`src/design/second_chance_frame_table_assert.svh`:
```
// Assertion macros for the frame table block.
// Included by the modules that carry concurrent checks; no other dependencies.
`ifndef SECOND_CHANCE_FRAME_TABLE_ASSERT_SVH
`define SECOND_CHANCE_FRAME_TABLE_ASSERT_SVH
`ifndef ASSERT_OFF
// check with the usual active-low reset gating
`define SCFT_ASSERT(lbl, clk, rst_n, prop, msg) \
  lbl: assert property (@(posedge clk) disable iff (!rst_n) prop) else $error(msg);
// check that must also hold while reset is asserted
`define SCFT_ASSERT_ALWAYS(lbl, clk, prop, msg) \
  lbl: assert property (@(posedge clk) prop) else $error(msg);
`else
`define SCFT_ASSERT(lbl, clk, rst_n, prop, msg)
`define SCFT_ASSERT_ALWAYS(lbl, clk, prop, msg)
`endif
`endif

```
`src/design/scft_pkg.sv`:
```
// Shared constants and types of the second-chance frame table.
// Used by scft_engine and second_chance_frame_table; depends on nothing.
package scft_pkg;

  localparam int FRAMES_DEF     = 64;
  localparam int PAGE_BITS_DEF  = 20;
  localparam int OWNER_BITS_DEF = 8;

  localparam int FUNC_W = 2;

  // item function codes
  localparam logic [FUNC_W-1:0] FN_TOUCH = 2'd0;
  localparam logic [FUNC_W-1:0] FN_ALLOC = 2'd1;
  localparam logic [FUNC_W-1:0] FN_FREE  = 2'd2;

  // result control from the engine to the output stage
  typedef struct packed {
    logic vld;      // result held, waiting for the output register
    logic status;   // 1: no matching frame or unknown function
    logic evicted;  // allocate replaced a victim
    logic dirty;    // victim's dirty flag
  } scft_res_ctl_t;

endpackage

```
`src/design/scft_engine.sv`:
```
// Sequencer and storage of the frame table: tag and order memories, per-frame bits.
// Depends on scft_pkg and second_chance_frame_table_assert.svh.
`include "second_chance_frame_table_assert.svh"

module scft_engine #(
  parameter int FRAMES     = scft_pkg::FRAMES_DEF,
  parameter int PAGE_BITS  = scft_pkg::PAGE_BITS_DEF,
  parameter int OWNER_BITS = scft_pkg::OWNER_BITS_DEF,
  localparam int IDX_W     = $clog2(FRAMES),
  localparam int CNT_W     = $clog2(FRAMES + 1)
) (
  input  logic                        clk_i,
  input  logic                        rst_ni,
  input  logic                        start_i,
  input  logic [scft_pkg::FUNC_W-1:0] func_i,
  input  logic [OWNER_BITS-1:0]       owner_i,
  input  logic [PAGE_BITS-1:0]        vpage_i,
  input  logic                        written_i,
  input  logic [IDX_W-1:0]            frame_sel_i,
  input  logic [CNT_W-1:0]            lim_i,
  input  logic                        take_i,
  output logic                        busy_o,
  output scft_pkg::scft_res_ctl_t     ctl_o,
  output logic [IDX_W-1:0]            res_idx_o,
  output logic [OWNER_BITS-1:0]       res_owner_o,
  output logic [PAGE_BITS-1:0]        res_page_o
);

  localparam int TAG_W = OWNER_BITS + PAGE_BITS;

  localparam logic [3:0] ST_IDLE   = 4'd0;
  localparam logic [3:0] ST_TOUCH  = 4'd1;
  localparam logic [3:0] ST_FIND   = 4'd2;
  localparam logic [3:0] ST_EVICT  = 4'd3;
  localparam logic [3:0] ST_VICRD  = 4'd4;
  localparam logic [3:0] ST_LOOK   = 4'd5;
  localparam logic [3:0] ST_SHIFT  = 4'd6;
  localparam logic [3:0] ST_APPEND = 4'd7;
  localparam logic [3:0] ST_OUT    = 4'd8;

  logic [3:0]       state_q, state_d;
  logic [CNT_W-1:0] cnt_q, cnt_d;
  logic [CNT_W:0]   n_q, n_d;
  logic             pv_q, pv_d;
  logic [IDX_W-1:0] pidx_q, pidx_d;
  logic [IDX_W-1:0] vf_q, vf_d;
  logic [IDX_W-1:0] vpos_q, vpos_d;

  logic [FRAMES-1:0] used_q, used_d;
  logic [FRAMES-1:0] acc_q, acc_d;
  logic [FRAMES-1:0] dirty_q, dirty_d;
  logic [CNT_W-1:0]  used_cnt_q, used_cnt_d;

  // captured item
  logic [scft_pkg::FUNC_W-1:0] func_q;
  logic [OWNER_BITS-1:0]       owner_q;
  logic [PAGE_BITS-1:0]        vpage_q;
  logic                        written_q;
  logic [IDX_W-1:0]            sel_q;

  // result under construction
  logic                  res_status_q, res_status_d;
  logic                  res_ev_q, res_ev_d;
  logic                  res_dirty_q, res_dirty_d;
  logic [IDX_W-1:0]      res_idx_q, res_idx_d;
  logic [OWNER_BITS-1:0] res_own_q, res_own_d;
  logic [PAGE_BITS-1:0]  res_pg_q, res_pg_d;

  // tag memory: {owner, vpage} per frame
  logic [TAG_W-1:0] tag_mem [FRAMES];
  logic [TAG_W-1:0] tag_rd_q;
  logic             tag_we;
  logic [IDX_W-1:0] tag_waddr, tag_raddr;
  logic [TAG_W-1:0] tag_wdata;

  // allocation order memory: frame indices, oldest at position 0
  logic [IDX_W-1:0] ord_mem [FRAMES];
  logic [IDX_W-1:0] ord_rd_q;
  logic             ord_we;
  logic [IDX_W-1:0] ord_waddr, ord_raddr, ord_wdata;

  logic [TAG_W-1:0] key;
  logic [CNT_W-1:0] nxt;
  logic [CNT_W-1:0] last;
  logic [CNT_W:0]   two_used;
  logic [IDX_W-1:0] cidx;
  logic             sel_hit;

  assign key      = {owner_q, vpage_q};
  assign nxt      = cnt_q + 1'b1;
  assign last     = used_cnt_q - 1'b1;
  assign two_used = {used_cnt_q, 1'b0};
  assign cidx     = cnt_q[IDX_W-1:0];
  assign sel_hit  = (frame_sel_i <= IDX_W'(FRAMES - 1)) && used_q[frame_sel_i];

  always_comb begin
    state_d      = state_q;
    cnt_d        = cnt_q;
    n_d          = n_q;
    pv_d         = 1'b0;
    pidx_d       = pidx_q;
    vf_d         = vf_q;
    vpos_d       = vpos_q;
    used_d       = used_q;
    acc_d        = acc_q;
    dirty_d      = dirty_q;
    used_cnt_d   = used_cnt_q;
    res_status_d = res_status_q;
    res_ev_d     = res_ev_q;
    res_dirty_d  = res_dirty_q;
    res_idx_d    = res_idx_q;
    res_own_d    = res_own_q;
    res_pg_d     = res_pg_q;
    tag_we       = 1'b0;
    tag_waddr    = '0;
    tag_wdata    = '0;
    tag_raddr    = '0;
    ord_we       = 1'b0;
    ord_waddr    = '0;
    ord_wdata    = '0;
    ord_raddr    = '0;

    case (state_q)
      ST_IDLE: begin
        if (start_i) begin
          res_status_d = 1'b0;
          res_ev_d     = 1'b0;
          res_dirty_d  = 1'b0;
          res_idx_d    = '0;
          res_own_d    = '0;
          res_pg_d     = '0;
          cnt_d        = '0;
          n_d          = '0;
          case (func_i)
            scft_pkg::FN_TOUCH: state_d = ST_TOUCH;
            scft_pkg::FN_ALLOC: begin
              if (used_cnt_q < lim_i) begin
                state_d = ST_FIND;
              end else if (used_cnt_q != '0) begin
                state_d = ST_EVICT;
              end else begin
                res_status_d = 1'b1;
                state_d      = ST_OUT;
              end
            end
            scft_pkg::FN_FREE: begin
              if (sel_hit) begin
                state_d = ST_LOOK;
              end else begin
                res_status_d = 1'b1;
                state_d      = ST_OUT;
              end
            end
            default: begin
              res_status_d = 1'b1;
              state_d      = ST_OUT;
            end
          endcase
        end
      end

      // walk all frames, compare each tag in the cycle after its read
      ST_TOUCH: begin
        if (cnt_q < CNT_W'(FRAMES)) begin
          tag_raddr = cidx;
          pv_d      = 1'b1;
          pidx_d    = cidx;
          cnt_d     = nxt;
        end
        if (pv_q) begin
          if (used_q[pidx_q] && tag_rd_q == key) begin
            acc_d[pidx_q] = 1'b1;
            if (written_q) begin
              dirty_d[pidx_q] = 1'b1;
            end
            res_idx_d = pidx_q;
            pv_d      = 1'b0;
            state_d   = ST_OUT;
          end else if (pidx_q == IDX_W'(FRAMES - 1)) begin
            res_status_d = 1'b1;
            pv_d         = 1'b0;
            state_d      = ST_OUT;
          end
        end
      end

      // lowest free frame, one per cycle
      ST_FIND: begin
        if (!used_q[cidx]) begin
          tag_we          = 1'b1;
          tag_waddr       = cidx;
          tag_wdata       = key;
          used_d[cidx]    = 1'b1;
          acc_d[cidx]     = 1'b0;
          dirty_d[cidx]   = 1'b0;
          ord_we          = 1'b1;
          ord_waddr       = used_cnt_q[IDX_W-1:0];
          ord_wdata       = cidx;
          used_cnt_d      = used_cnt_q + 1'b1;
          res_idx_d       = cidx;
          state_d         = ST_OUT;
        end else if (cnt_q == CNT_W'(FRAMES - 1)) begin
          cnt_d = '0;
          n_d   = '0;
          if (used_cnt_q != '0) begin
            state_d = ST_EVICT;
          end else begin
            res_status_d = 1'b1;
            state_d      = ST_OUT;
          end
        end else begin
          cnt_d = nxt;
        end
      end

      // clock hand: read order entry, then test/clear its accessed bit
      ST_EVICT: begin
        if (n_q < two_used) begin
          ord_raddr = cidx;
          pv_d      = 1'b1;
          pidx_d    = cidx;
          cnt_d     = (nxt == used_cnt_q) ? '0 : nxt;
          n_d       = n_q + 1'b1;
        end
        if (pv_q) begin
          if (acc_q[ord_rd_q]) begin
            acc_d[ord_rd_q] = 1'b0;
          end else begin
            vf_d      = ord_rd_q;
            vpos_d    = pidx_q;
            tag_raddr = ord_rd_q;
            pv_d      = 1'b0;
            state_d   = ST_VICRD;
          end
        end else if (n_q == two_used) begin
          res_status_d = 1'b1;
          state_d      = ST_OUT;
        end
      end

      // victim tag is in the read register; remap the frame
      ST_VICRD: begin
        res_ev_d      = 1'b1;
        res_own_d     = tag_rd_q[TAG_W-1 -: OWNER_BITS];
        res_pg_d      = tag_rd_q[PAGE_BITS-1:0];
        res_dirty_d   = dirty_q[vf_q];
        res_idx_d     = vf_q;
        tag_we        = 1'b1;
        tag_waddr     = vf_q;
        tag_wdata     = key;
        acc_d[vf_q]   = 1'b0;
        dirty_d[vf_q] = 1'b0;
        cnt_d         = CNT_W'(vpos_q);
        state_d       = ST_SHIFT;
      end

      // find the order position of the frame being freed
      ST_LOOK: begin
        if (cnt_q < used_cnt_q) begin
          ord_raddr = cidx;
          pv_d      = 1'b1;
          pidx_d    = cidx;
          cnt_d     = nxt;
        end
        if (pv_q && ord_rd_q == sel_q) begin
          vpos_d  = pidx_q;
          cnt_d   = CNT_W'(pidx_q);
          pv_d    = 1'b0;
          state_d = ST_SHIFT;
        end else if (!pv_q && cnt_q >= used_cnt_q) begin
          used_d[sel_q]  = 1'b0;
          acc_d[sel_q]   = 1'b0;
          dirty_d[sel_q] = 1'b0;
          state_d        = ST_OUT;
        end
      end

      // close the gap: order[j] <= order[j+1], one entry per cycle
      ST_SHIFT: begin
        if (nxt < used_cnt_q) begin
          ord_raddr = nxt[IDX_W-1:0];
          pv_d      = 1'b1;
          pidx_d    = cidx;
          cnt_d     = nxt;
        end
        if (pv_q) begin
          ord_we    = 1'b1;
          ord_waddr = pidx_q;
          ord_wdata = ord_rd_q;
        end else if (!(nxt < used_cnt_q)) begin
          state_d = ST_APPEND;
        end
      end

      ST_APPEND: begin
        if (func_q == scft_pkg::FN_ALLOC) begin
          ord_we    = 1'b1;
          ord_waddr = last[IDX_W-1:0];
          ord_wdata = vf_q;
        end else begin
          used_cnt_d     = last;
          used_d[sel_q]  = 1'b0;
          acc_d[sel_q]   = 1'b0;
          dirty_d[sel_q] = 1'b0;
        end
        state_d = ST_OUT;
      end

      ST_OUT: begin
        if (take_i) begin
          state_d = ST_IDLE;
        end
      end

      default: state_d = ST_IDLE;
    endcase
  end

  always_ff @(posedge clk_i or negedge rst_ni) begin
    if (!rst_ni) begin
      state_q      <= ST_IDLE;
      cnt_q        <= '0;
      n_q          <= '0;
      pv_q         <= 1'b0;
      used_q       <= '0;
      acc_q        <= '0;
      dirty_q      <= '0;
      used_cnt_q   <= '0;
      res_status_q <= 1'b0;
      res_ev_q     <= 1'b0;
      res_dirty_q  <= 1'b0;
    end else begin
      state_q      <= state_d;
      cnt_q        <= cnt_d;
      n_q          <= n_d;
      pv_q         <= pv_d;
      used_q       <= used_d;
      acc_q        <= acc_d;
      dirty_q      <= dirty_d;
      used_cnt_q   <= used_cnt_d;
      res_status_q <= res_status_d;
      res_ev_q     <= res_ev_d;
      res_dirty_q  <= res_dirty_d;
    end
  end

  always_ff @(posedge clk_i) begin
    pidx_q    <= pidx_d;
    vf_q      <= vf_d;
    vpos_q    <= vpos_d;
    res_idx_q <= res_idx_d;
    res_own_q <= res_own_d;
    res_pg_q  <= res_pg_d;
    if (start_i && state_q == ST_IDLE) begin
      func_q    <= func_i;
      owner_q   <= owner_i;
      vpage_q   <= vpage_i;
      written_q <= written_i;
      sel_q     <= frame_sel_i;
    end
  end

  always_ff @(posedge clk_i) begin
    if (tag_we) begin
      tag_mem[tag_waddr] <= tag_wdata;
    end
    tag_rd_q <= tag_mem[tag_raddr];
  end

  always_ff @(posedge clk_i) begin
    if (ord_we) begin
      ord_mem[ord_waddr] <= ord_wdata;
    end
    ord_rd_q <= ord_mem[ord_raddr];
  end

  assign busy_o        = (state_q != ST_IDLE);
  assign ctl_o.vld     = (state_q == ST_OUT);
  assign ctl_o.status  = res_status_q;
  assign ctl_o.evicted = res_ev_q;
  assign ctl_o.dirty   = res_dirty_q;
  assign res_idx_o     = res_idx_q;
  assign res_owner_o   = res_own_q;
  assign res_page_o    = res_pg_q;

  `SCFT_ASSERT(a_cnt_bound, clk_i, rst_ni, (used_cnt_q <= CNT_W'(FRAMES)),
               "used count above frame count")
  `SCFT_ASSERT(a_cnt_bits, clk_i, rst_ni,
               (state_q == ST_IDLE) |-> (int'(used_cnt_q) == $countones(used_q)),
               "used count disagrees with used bits")
  `SCFT_ASSERT(a_start_busy, clk_i, rst_ni,
               (start_i && state_q == ST_IDLE) |=> (state_q != ST_IDLE),
               "accepted item did not start")
  `SCFT_ASSERT(a_evict_alloc, clk_i, rst_ni,
               (state_q == ST_OUT && res_ev_q) |-> (func_q == scft_pkg::FN_ALLOC && !res_status_q),
               "victim on a non-allocate item")
  `SCFT_ASSERT(a_touch_acc, clk_i, rst_ni,
               (state_q == ST_OUT && func_q == scft_pkg::FN_TOUCH && !res_status_q) |-> acc_q[res_idx_q],
               "touch hit left accessed bit clear")

endmodule

```
`src/design/second_chance_frame_table.sv`:
```
// Top level of the second-chance frame table: handshakes, limit register, result register.
// Depends on scft_pkg and scft_engine.

// Physical frame table with second-chance (clock) replacement. One item at a time:
// the input is stalled from acceptance until the item's result moves into the output
// register, and the output register lets the next item start while that result waits.
// Every item gives exactly one result. The tag store and the allocation order are
// memories with one read and one write port, walked one entry per cycle:
//   touch             : linear tag scan, lowest frame wins
//   allocate, free    : free-frame search over used bits
//   allocate, evict   : clock-hand scan (one pass clears every accessed bit, so the
//                       hand stops by the oldest entry on the second pass), victim
//                       tag read, then compaction of the order list
//   free              : order lookup plus compaction
// The result then waits in the engine until the output register takes it.
// Per-frame used, accessed and dirty bits are flops cleared by reset, so there is no
// clearing pass. frame_limit is written through the cfg channel, always ready; the user
// must write it only while idle, which the block does not enforce. The value is
// saturated into 1..FRAMES when written. Reset value is FRAMES.
module second_chance_frame_table #(
  parameter int FRAMES     = scft_pkg::FRAMES_DEF,
  parameter int PAGE_BITS  = scft_pkg::PAGE_BITS_DEF,
  parameter int OWNER_BITS = scft_pkg::OWNER_BITS_DEF,
  localparam int IDX_W     = $clog2(FRAMES),
  localparam int CNT_W     = $clog2(FRAMES + 1)
) (
  input  logic                        clk_i,
  input  logic                        rst_ni,
  // item channel
  input  logic                        in_valid_i,
  output logic                        in_stall_o,
  input  logic [scft_pkg::FUNC_W-1:0] func_i,
  input  logic [OWNER_BITS-1:0]       owner_i,
  input  logic [PAGE_BITS-1:0]        vpage_i,
  input  logic                        written_i,
  input  logic [IDX_W-1:0]            frame_sel_i,
  // result channel
  output logic                        out_valid_o,
  input  logic                        out_stall_i,
  output logic                        status_o,
  output logic [IDX_W-1:0]            frame_index_o,
  output logic                        evicted_o,
  output logic [OWNER_BITS-1:0]       victim_owner_o,
  output logic [PAGE_BITS-1:0]        victim_page_o,
  output logic                        victim_dirty_o,
  // frame_limit write channel
  input  logic                        cfg_valid_i,
  output logic                        cfg_ready_o,
  input  logic [CNT_W-1:0]            cfg_data_i
);

  logic                    busy;
  logic                    start;
  logic                    take;
  scft_pkg::scft_res_ctl_t ctl;
  logic [IDX_W-1:0]        res_idx;
  logic [OWNER_BITS-1:0]   res_owner;
  logic [PAGE_BITS-1:0]    res_page;

  // effective limit, kept already saturated
  logic [CNT_W-1:0] lim_q, lim_d;

  logic                  out_valid_q;
  logic                  out_status_q;
  logic [IDX_W-1:0]      out_idx_q;
  logic                  out_ev_q;
  logic [OWNER_BITS-1:0] out_own_q;
  logic [PAGE_BITS-1:0]  out_pg_q;
  logic                  out_dirty_q;

  assign in_stall_o  = busy;
  assign start       = in_valid_i && !busy;
  assign cfg_ready_o = 1'b1;

  // result moves in when the register is empty or drains this cycle
  assign take = !out_valid_q || !out_stall_i;

  always_comb begin
    if (cfg_data_i == '0) begin
      lim_d = CNT_W'(1);
    end else if (cfg_data_i > CNT_W'(FRAMES)) begin
      lim_d = CNT_W'(FRAMES);
    end else begin
      lim_d = cfg_data_i;
    end
  end

  always_ff @(posedge clk_i or negedge rst_ni) begin
    if (!rst_ni) begin
      lim_q <= CNT_W'(FRAMES);
    end else if (cfg_valid_i) begin
      lim_q <= lim_d;
    end
  end

  scft_engine #(
    .FRAMES     (FRAMES),
    .PAGE_BITS  (PAGE_BITS),
    .OWNER_BITS (OWNER_BITS)
  ) u_engine (
    .clk_i       (clk_i),
    .rst_ni      (rst_ni),
    .start_i     (start),
    .func_i      (func_i),
    .owner_i     (owner_i),
    .vpage_i     (vpage_i),
    .written_i   (written_i),
    .frame_sel_i (frame_sel_i),
    .lim_i       (lim_q),
    .take_i      (take),
    .busy_o      (busy),
    .ctl_o       (ctl),
    .res_idx_o   (res_idx),
    .res_owner_o (res_owner),
    .res_page_o  (res_page)
  );

  always_ff @(posedge clk_i or negedge rst_ni) begin
    if (!rst_ni) begin
      out_valid_q <= 1'b0;
    end else if (ctl.vld && take) begin
      out_valid_q <= 1'b1;
    end else if (!out_stall_i) begin
      out_valid_q <= 1'b0;
    end
  end

  always_ff @(posedge clk_i) begin
    if (ctl.vld && take) begin
      out_status_q <= ctl.status;
      out_idx_q    <= res_idx;
      out_ev_q     <= ctl.evicted;
      out_own_q    <= res_owner;
      out_pg_q     <= res_page;
      out_dirty_q  <= ctl.dirty;
    end
  end

  assign out_valid_o    = out_valid_q;
  assign status_o       = out_status_q;
  assign frame_index_o  = out_idx_q;
  assign evicted_o      = out_ev_q;
  assign victim_owner_o = out_own_q;
  assign victim_page_o  = out_pg_q;
  assign victim_dirty_o = out_dirty_q;

endmodule

```
`config.mk`:
```
export PLATFORM = sky130hd
export DESIGN_NAME = second_chance_frame_table
export DESIGN_NICKNAME = d
export VERILOG_FILES = /design/src/design/scft_pkg.sv /design/src/design/scft_engine.sv /design/src/design/second_chance_frame_table.sv
export VERILOG_INCLUDE_DIRS = /design/src /design/src/design
export SDC_FILE = /design/constraint.sdc
export NUM_CORES = 2
export LEC_CHECK = 0
export BUFFER_PORTS_ARGS = -buffer_cell sky130_fd_sc_hd__buf_2
export CORE_AREA = 2 2 493 495
export CTS_BUF_LIST = sky130_fd_sc_hd__clkbuf_8
export DETAILED_ROUTE_END_ITERATION = 8
export DIE_AREA = 0 0 495 497
export RECOVER_POWER = 25
export SLEW_MARGIN = 20
export SYNTH_ARGS = -nofsm -noshare
export SYNTH_HDL_FRONTEND = slang
export SYNTH_HIERARCHICAL = 1
export SYNTH_SLANG_ARGS = --single-unit
```
`constraint.sdc`:
```
create_clock -name clk_i -period 5.7 [get_ports clk_i]
set_input_delay 0.855 -clock clk_i [delete_from_list [all_inputs] [get_ports clk_i]]
set_output_delay 0.855 -clock clk_i [all_outputs]
set_load 0.01 [all_outputs]
```
=== Word-level counts from Yosys, hierarchy flattened ===
Memory sizes are Yosys's and may differ from the RTL's. A register that Yosys moved wholly into a read port is not among the register bits.
Index checks and enable logic that the tools add are counted.

* Bits of input ports: 49
* Memories kept: 2
* RAM bits: 2,176
* Output and inout port bits: 40
* Logic and storage cells: 323
* Flip-flop bits (word level): 356

{| class="wikitable"
|+ Memory list
! name !! depth !! bits a word !! read ports !! clocked after memory_dff !! write ports !! line !! source
|-
| u_engine.tag_mem || 64 || 28 || 1 || 1 || 1 || scft_engine.sv:70 || <nowiki>logic [TAG_W-1:0] tag_mem [FRAMES];</nowiki>
|-
| u_engine.ord_mem || 64 || 6 || 1 || 1 || 1 || scft_engine.sv:77 || <nowiki>logic [IDX_W-1:0] ord_mem [FRAMES];</nowiki>
|}

* Add/subtract/negate cells: 4
* Reductions and logical operators: 46
* Bitwise gates (word level): 16
* Magnitude comparators: 19
* Mux-type cells: 156
* Eq/ne operators: 50

{| class="wikitable"
|+ Operators with widths
! cell !! number
|-
| 64-bit two-way mux || 19
|-
| 64-bit AND || 8
|-
| 64-bit one-hot mux with 6 select lines || 1
|-
| 64-bit one-hot mux with 5 select lines || 1
|-
| 64-bit inverter || 4
|-
| 64-bit bitwise OR || 3
|-
| 64-bit one-hot mux with 3 select lines || 1
|-
| 6-bit two-way mux || 23
|-
| 7-bit two-way mux || 13
|-
| 4-bit two-way mux || 17
|-
| 28-bit one-hot mux with 2 select lines || 1
|-
| 6-bit one-hot mux with 3 select lines || 3
|-
| 7-bit one-hot mux with 7 select lines || 1
|-
| 6-bit one-hot mux with 4 select lines || 2
|-
| 6-bit by 7-bit less-than comparator with 1-bit output (second input constant) || 6
|-
| 1-bit two-way mux || 42
|-
| 20-bit one-hot mux with 2 select lines || 1
|-
| 4-bit one-hot mux with 9 select lines || 1
|-
| 6-bit one-hot mux with 2 select lines || 3
|-
| 2-bit by 1-bit != test with 1-bit output (second input constant) || 17
|-
| 8-bit two-way mux || 4
|-
| 1-bit binary-select mux with 6-bit select || 5
|-
| 1-bit demux with 6-bit select || 5
|-
| 6-bit by 1-bit >= comparator with 1-bit output (second input constant) || 5
|-
| 54 further kinds || 105
|}

=== Longest topological paths before layout ===
* Depth after elaboration: 9
* Gate-level depth with buffers: 22
* Gate-level depth less buffers: 15

=== By module ===
The synthesis kept the hierarchy.

{| class="wikitable"
|+ By module, submodules not included
! module !! cells each !! area each (µm²) !! seq. area each (µm²) !! instances
|-
| scft_engine || 8,120 || 106,378.3 || 74,251.2 || 1
|-
| second_chance_frame_table || 73 || 1,480.2 || 1,312.5 || 1
|}

=== Worst setup path before layout ===
No wires, ideal clock.

* Path type: register to register
* Start point: register u_engine.cnt_q[0]
* End point: memory u_engine/tag_mem[0][0] (netlist name) (data pin)
* Data arrival time: 4.314 ns
* Slack: 0.870 ns
* Required time: 5.184 ns
* Stages on the path, launching flop included: 15
* Path through: dfrtp_1 buf_2 buf_6 mux4_2 nand2_1 nand2_1 a21oi_1 nand4_2 nor2_1 buf_2 buf_1 nor2_1 clkbuf_1 clkbuf_1 nor2b_1

* Longest elaborated chain between the ends: 4

{| class="wikitable"
|+ RTL lines
! element !! line !! source
|-
| from (decl) || scft_engine.sv:42 || <nowiki>logic [CNT_W-1:0] cnt_q, cnt_d;</nowiki>
|-
| from (signal assigned) || scft_engine.sv:334 || <nowiki>cnt_q <= cnt_d;</nowiki>
|-
| 1-bit binary-select mux with 6-bit select || scft_engine.sv:189 || <nowiki>if (!used_q[cidx]) begin</nowiki>
|-
| 1-bit two-way mux (implied by the code) || scft_engine.sv:189 ||
|-
| 28-bit two-way mux || scft_engine.sv:189 ||
|-
| 28-bit one-hot mux with 2 select lines || scft_engine.sv:123 || <nowiki>case (state_q)</nowiki>
|-
| via u_engine.tag_wdata[0] || scft_engine.sv:74 || <nowiki>logic [TAG_W-1:0] tag_wdata;</nowiki>
|-
| to (decl) || scft_engine.sv:70 ||
|}

The timed path passes the listed nets, and every way through them passes these cells. The select of a mux whose other input is x is not followed.

=== Final worst setup path ===
* Start point: register u_engine.ord_rd_q[2], read port of u_engine.ord_mem
* End point: register u_engine.tag_rd_q[26], read port of u_engine.tag_mem

* Longest elaborated chain between the ends: 5

{| class="wikitable"
|+ RTL lines
! element !! line !! source
|-
| from (decl) || scft_engine.sv:78 || <nowiki>logic [IDX_W-1:0] ord_rd_q;</nowiki>
|-
| 1-bit binary-select mux with 6-bit select || scft_engine.sv:226 || <nowiki>if (acc_q[ord_rd_q]) begin</nowiki>
|-
| 1-bit two-way mux (implied by the code) || scft_engine.sv:226 ||
|-
| 6-bit two-way mux (*) || scft_engine.sv:226 ||
|-
| 6-bit two-way mux (*) || scft_engine.sv:225 || <nowiki>if (pv_q) begin</nowiki>
|-
| 6-bit one-hot mux with 2 select lines (*) || scft_engine.sv:123 ||
|-
| to (decl) || scft_engine.sv:71 || <nowiki>logic [TAG_W-1:0] tag_rd_q;</nowiki>
|}

Every way passes the cells marked *; elsewhere a longest branch is shown, timed or not. The select of a mux whose other input is x is not followed.
A chain may end at the register's enable or synchronous reset.

==> metrics.csv <==
stage,metric,value,unit
run_status,status,"finished, violations left",
run_status,violations,"capacitance limit, slew limit",
logic_synthesis,yosysWarnings,6,
critical_path,cp-end-kind,register,
power_and_ir_drop,p_comb_frac,0.301,
timing,drv_slew,370,
place,gp_congestion,0.983,
timing,fmax,0.176,GHz
critical_path,crit_required,6.73,ns
cells_and_area,nets,8676,
power_and_ir_drop,power.leakage,42.9,nW
cells_and_area,seqCellArea,0.0756,mm²
cells_and_area,layout.cells.non_filler,12100,
floorplan,die-area,0.246,mm²
power_and_ir_drop,net-switching-power,21.0,mW
flow_run,cap_viol_max_count,10,
timing,min_period,5.68,ns
global_route,grt_pass1_vias,72400,
cells_and_area,nFillCells,20800,
place,place_hpwl,242,mm
power_and_ir_drop,peakVddDrop,0.399,mV
floorplan,die_y,497,µm
power_and_ir_drop,power.share.switching,0.373,
critical_path,startpoint,u_engine/ord_rd_q[2],
critical_path,r2r-end,u_engine/tag_rd_q[26],
timing,rsz0062_at_grt,false,
cells_and_area,multiInputGateArea,0.0302,mm²
cells_and_area,layout-drive-gt1-share,0.135,
drt,routed_wl,380,mm
critical_path,r2r_start,u_engine/ord_rd_q[2],
logic_synthesis,synth_edf_count,2302,
logic_synthesis,synth-seq-cells,2566,
timing,post-route-period-util,0.997,
critical_path,start_kind,register,
cells_and_area,synthToLayoutAreaGrowth,12.8,%
logic_synthesis,synth_xor_area_frac,0.00455,
global_route,antenna_found_initial,32,
drt,viasPerCell,6.31,
logic_synthesis,yosysSeqAreaShare,0.701,
global_route,grt_usage,0.302,
power_and_ir_drop,power_density,462,mW/mm²
place,port-buffer-count,87,
logic_synthesis,synth_nets,8274,
cells_and_area,final_common_cell,edfxtp_1,
critical_path,path_max_fanout,71,
floorplan,start_util,0.449,
critical_path,crit_end,u_engine/tag_rd_q[26],
cells_and_area,postLayoutCoreUtil,0.507,
clock_tree,clk_pin_slew,0.06,ns
place,dpl-instance-area,0.114,mm²
clock_tree,cts.sinks,2566,
clock_tree,cts-root-buf,clkbuf_8,
clock_tree,numCtsBuffers,427,
global_route,grt-ovfl-total,0,
drt,first_pass_iters,8,
timing,finalSetupViolCount,0,
logic_synthesis,synth_mux_area_frac,0.0393,
timing,hold_viol,0,
critical_path,path_class,reg2reg,
global_route,grt_max_degree,110,
place,dp_cells,11300,
clock_tree,htreeDepth,5,
min_path,hp-class,in2reg,
floorplan,die_w,495,µm
logic_synthesis,postSynth.asyncResetShare,0.0896,
drt,ant_nets,0,
drt,drt_iter0_markers,11300,
timing,maxSlewHeadroom,-1.79,
min_path,holdCritStartpoint,cfg_data_i[0],
floorplan,coreArea,0.240,mm²
logic_synthesis,synth_fa_ha_area_frac,0.00371,
power_and_ir_drop,sequentialPowerShare,0.437,
clock_tree,cts_tree,done,
timing,whs,0.0966,ns
clock_tree,insertion_delay,1.15,ns
logic_synthesis,synth-simple-area-share,0.116,
global_route,grt_pass1_wl,536,mm
critical_path,crit_arrival,6.72,ns
logic_synthesis,synthCells,8193,
critical_path,reg2reg_slack,0.02,ns
logic_synthesis,synth_compound_area_frac,0.109,
logic_synthesis,syn_avg_cell_area,13.2,µm²
place,pre_cts_slack,-0.0726,ns
timing,fin_worst_skew,0.0980,ns
power_and_ir_drop,p_int,35.2,mW
clock_tree,clk_path_buf_depth,4,
critical_path,ff2ff_path_depth,14,
timing,worstMarginPinSlew,4.19,ns
floorplan,num_rows,180,
logic_synthesis,synthDistinctLibCells,99,
drt,drc,0,
cells_and_area,final_cell_mix,"edfxtp_1, nand2_1, a21oi_1, clkbuf_8, nand3_1",
logic_synthesis,synth_ff_type,edfxtp_1,
cells_and_area,fin_area,0.122,mm²
logic_synthesis,synth_area,0.108,mm²
timing,setup_slack,0.0162,ns
logic_synthesis,synth_top_family_by_area,simple AND/OR/NAND/NOR gates,
power_and_ir_drop,clkPwrFrac,0.262,
power_and_ir_drop,power,56.2,mW
floorplan,io_pins,89,
drt,num_vias,76300,
drt,wire_per_inst,31.4,µm
timing,setup_tns,0,ns
-- critical path, stage by stage (launching register included) --
cell and delay [ns]:
dfxtp_1 0.77, and2_1 0.44, a2111oi_0 0.21, nand3_1 0.15
nand4_1 0.51, buf_4 0.41, o31ai_4 0.30, buf_12 0.19
buf_12 0.30, buf_4 0.36, a21oi_1 0.07, a32oi_1 0.22
a22oi_1 0.18, a21oi_1 1.02, or4_1 0.31
-- power by group through the flow --
stage          Combinational, mW  Clock [mW]  Sequential, mW
2_1_floorplan               9.44           0            24.1
3_3_place_gp                16.4           0            24.8
3_5_place_dp                16.6           0            24.8
4_1_cts                     16.7        14.9            24.5
5_1_grt                     17.8        15.7            24.6
6_report                    16.9        14.7            24.6
-- routing by layer --
metal  global-route usage  share of wire
met5                    0        0.00024
met4                0.143          0.052
met3               0.0726           0.11
met2                0.439           0.44
met1                0.428           0.40
-- kinds of logic (layout without fill, tap and decap cells) --
group                    Yosys count  after routing
AND/OR/NAND/NOR                 2802           2802
flip-flops                      2566           2566
AO/OA/AOI/OAI                   1806           1806
buffers and inverters            611           1322
multiplexers                     319            319
XOR/XNOR                          56             56
adder cells (fa/ha/maj)           32             32
other                              1              7
-- synthesized netlist by cell type (all sizes together), types with 60 or more instances --
| cell | n | area (µm²) |
|---|---|---|
| buf | 352 | 1940 |
| nand3 | 385 | 1930 |
| nand4 | 60 | 382 |
| nand2 | 1524 | 5730 |
| nor2 | 319 | 1230 |
| a21oi | 520 | 2600 |
| mux2i | 213 | 2130 |
| mux4 | 81 | 1820 |
| and3 | 177 | 1110 |
| a22oi | 91 | 683 |
| a211oi | 93 | 698 |
| o21ai | 353 | 1770 |
| nor3 | 92 | 510 |
| dfrtp | 229 | 5730 |
| clkbuf | 214 | 805 |
| o22ai | 113 | 707 |
| a32oi | 94 | 823 |
| edfxtp | 2302 | 69100 |
| a31oi | 152 | 951 |
-- worst min path at each step --
stage                        end  slack [ns]  cells past startpoint
3_5_place_dp    victim_page_o[8]        0.41                      0
2_1_floorplan   frame_index_o[0]        0.40                      0
5_1_grt                 lim_q[5]        0.09                      2
6_report                lim_q[0]         0.1                      3
4_1_cts                 lim_q[0]       0.003                      3
3_3_place_gp   victim_owner_o[6]        0.41                      0
-- layout make-up --
type	instances	share of cell area
diodes	6	0.000123
clock buffers	445	0.0503
clock inverters	293	0.0110
inverters	45	0.00139
multi-input cells	5016	0.248
flip-flops and latches	2566	0.621
well taps	3185	0.0328
repair buffers	539	0.0348
-- state kept, by name, summed over array words and instances (netlist names), 7 cells and up --
register and count:
lim_q 7, u_engine/tag_mem 1792, u_engine/vpage_q 20, u_engine/ord_mem 384, u_engine/res_page_o 20, u_engine/cnt_q 7
victim_owner_o 8, u_engine/used_q 64, u_engine/acc_q 64, u_engine/n_q 8, u_engine/tag_rd_q 28, u_engine/dirty_q 64
u_engine/used_cnt_q 7, u_engine/owner_q 8, u_engine/res_owner_o 8, victim_page_o 20
-- timing repair --
action	in CTS	in global routing
hold buffers	37	0
hold endpoints to repair	99	0
gates resized for setup	1	6
endpoints found under the setup margin	1	9
setup buffers	0	0
No activity file was read; power rests on OpenSTA's default activity.
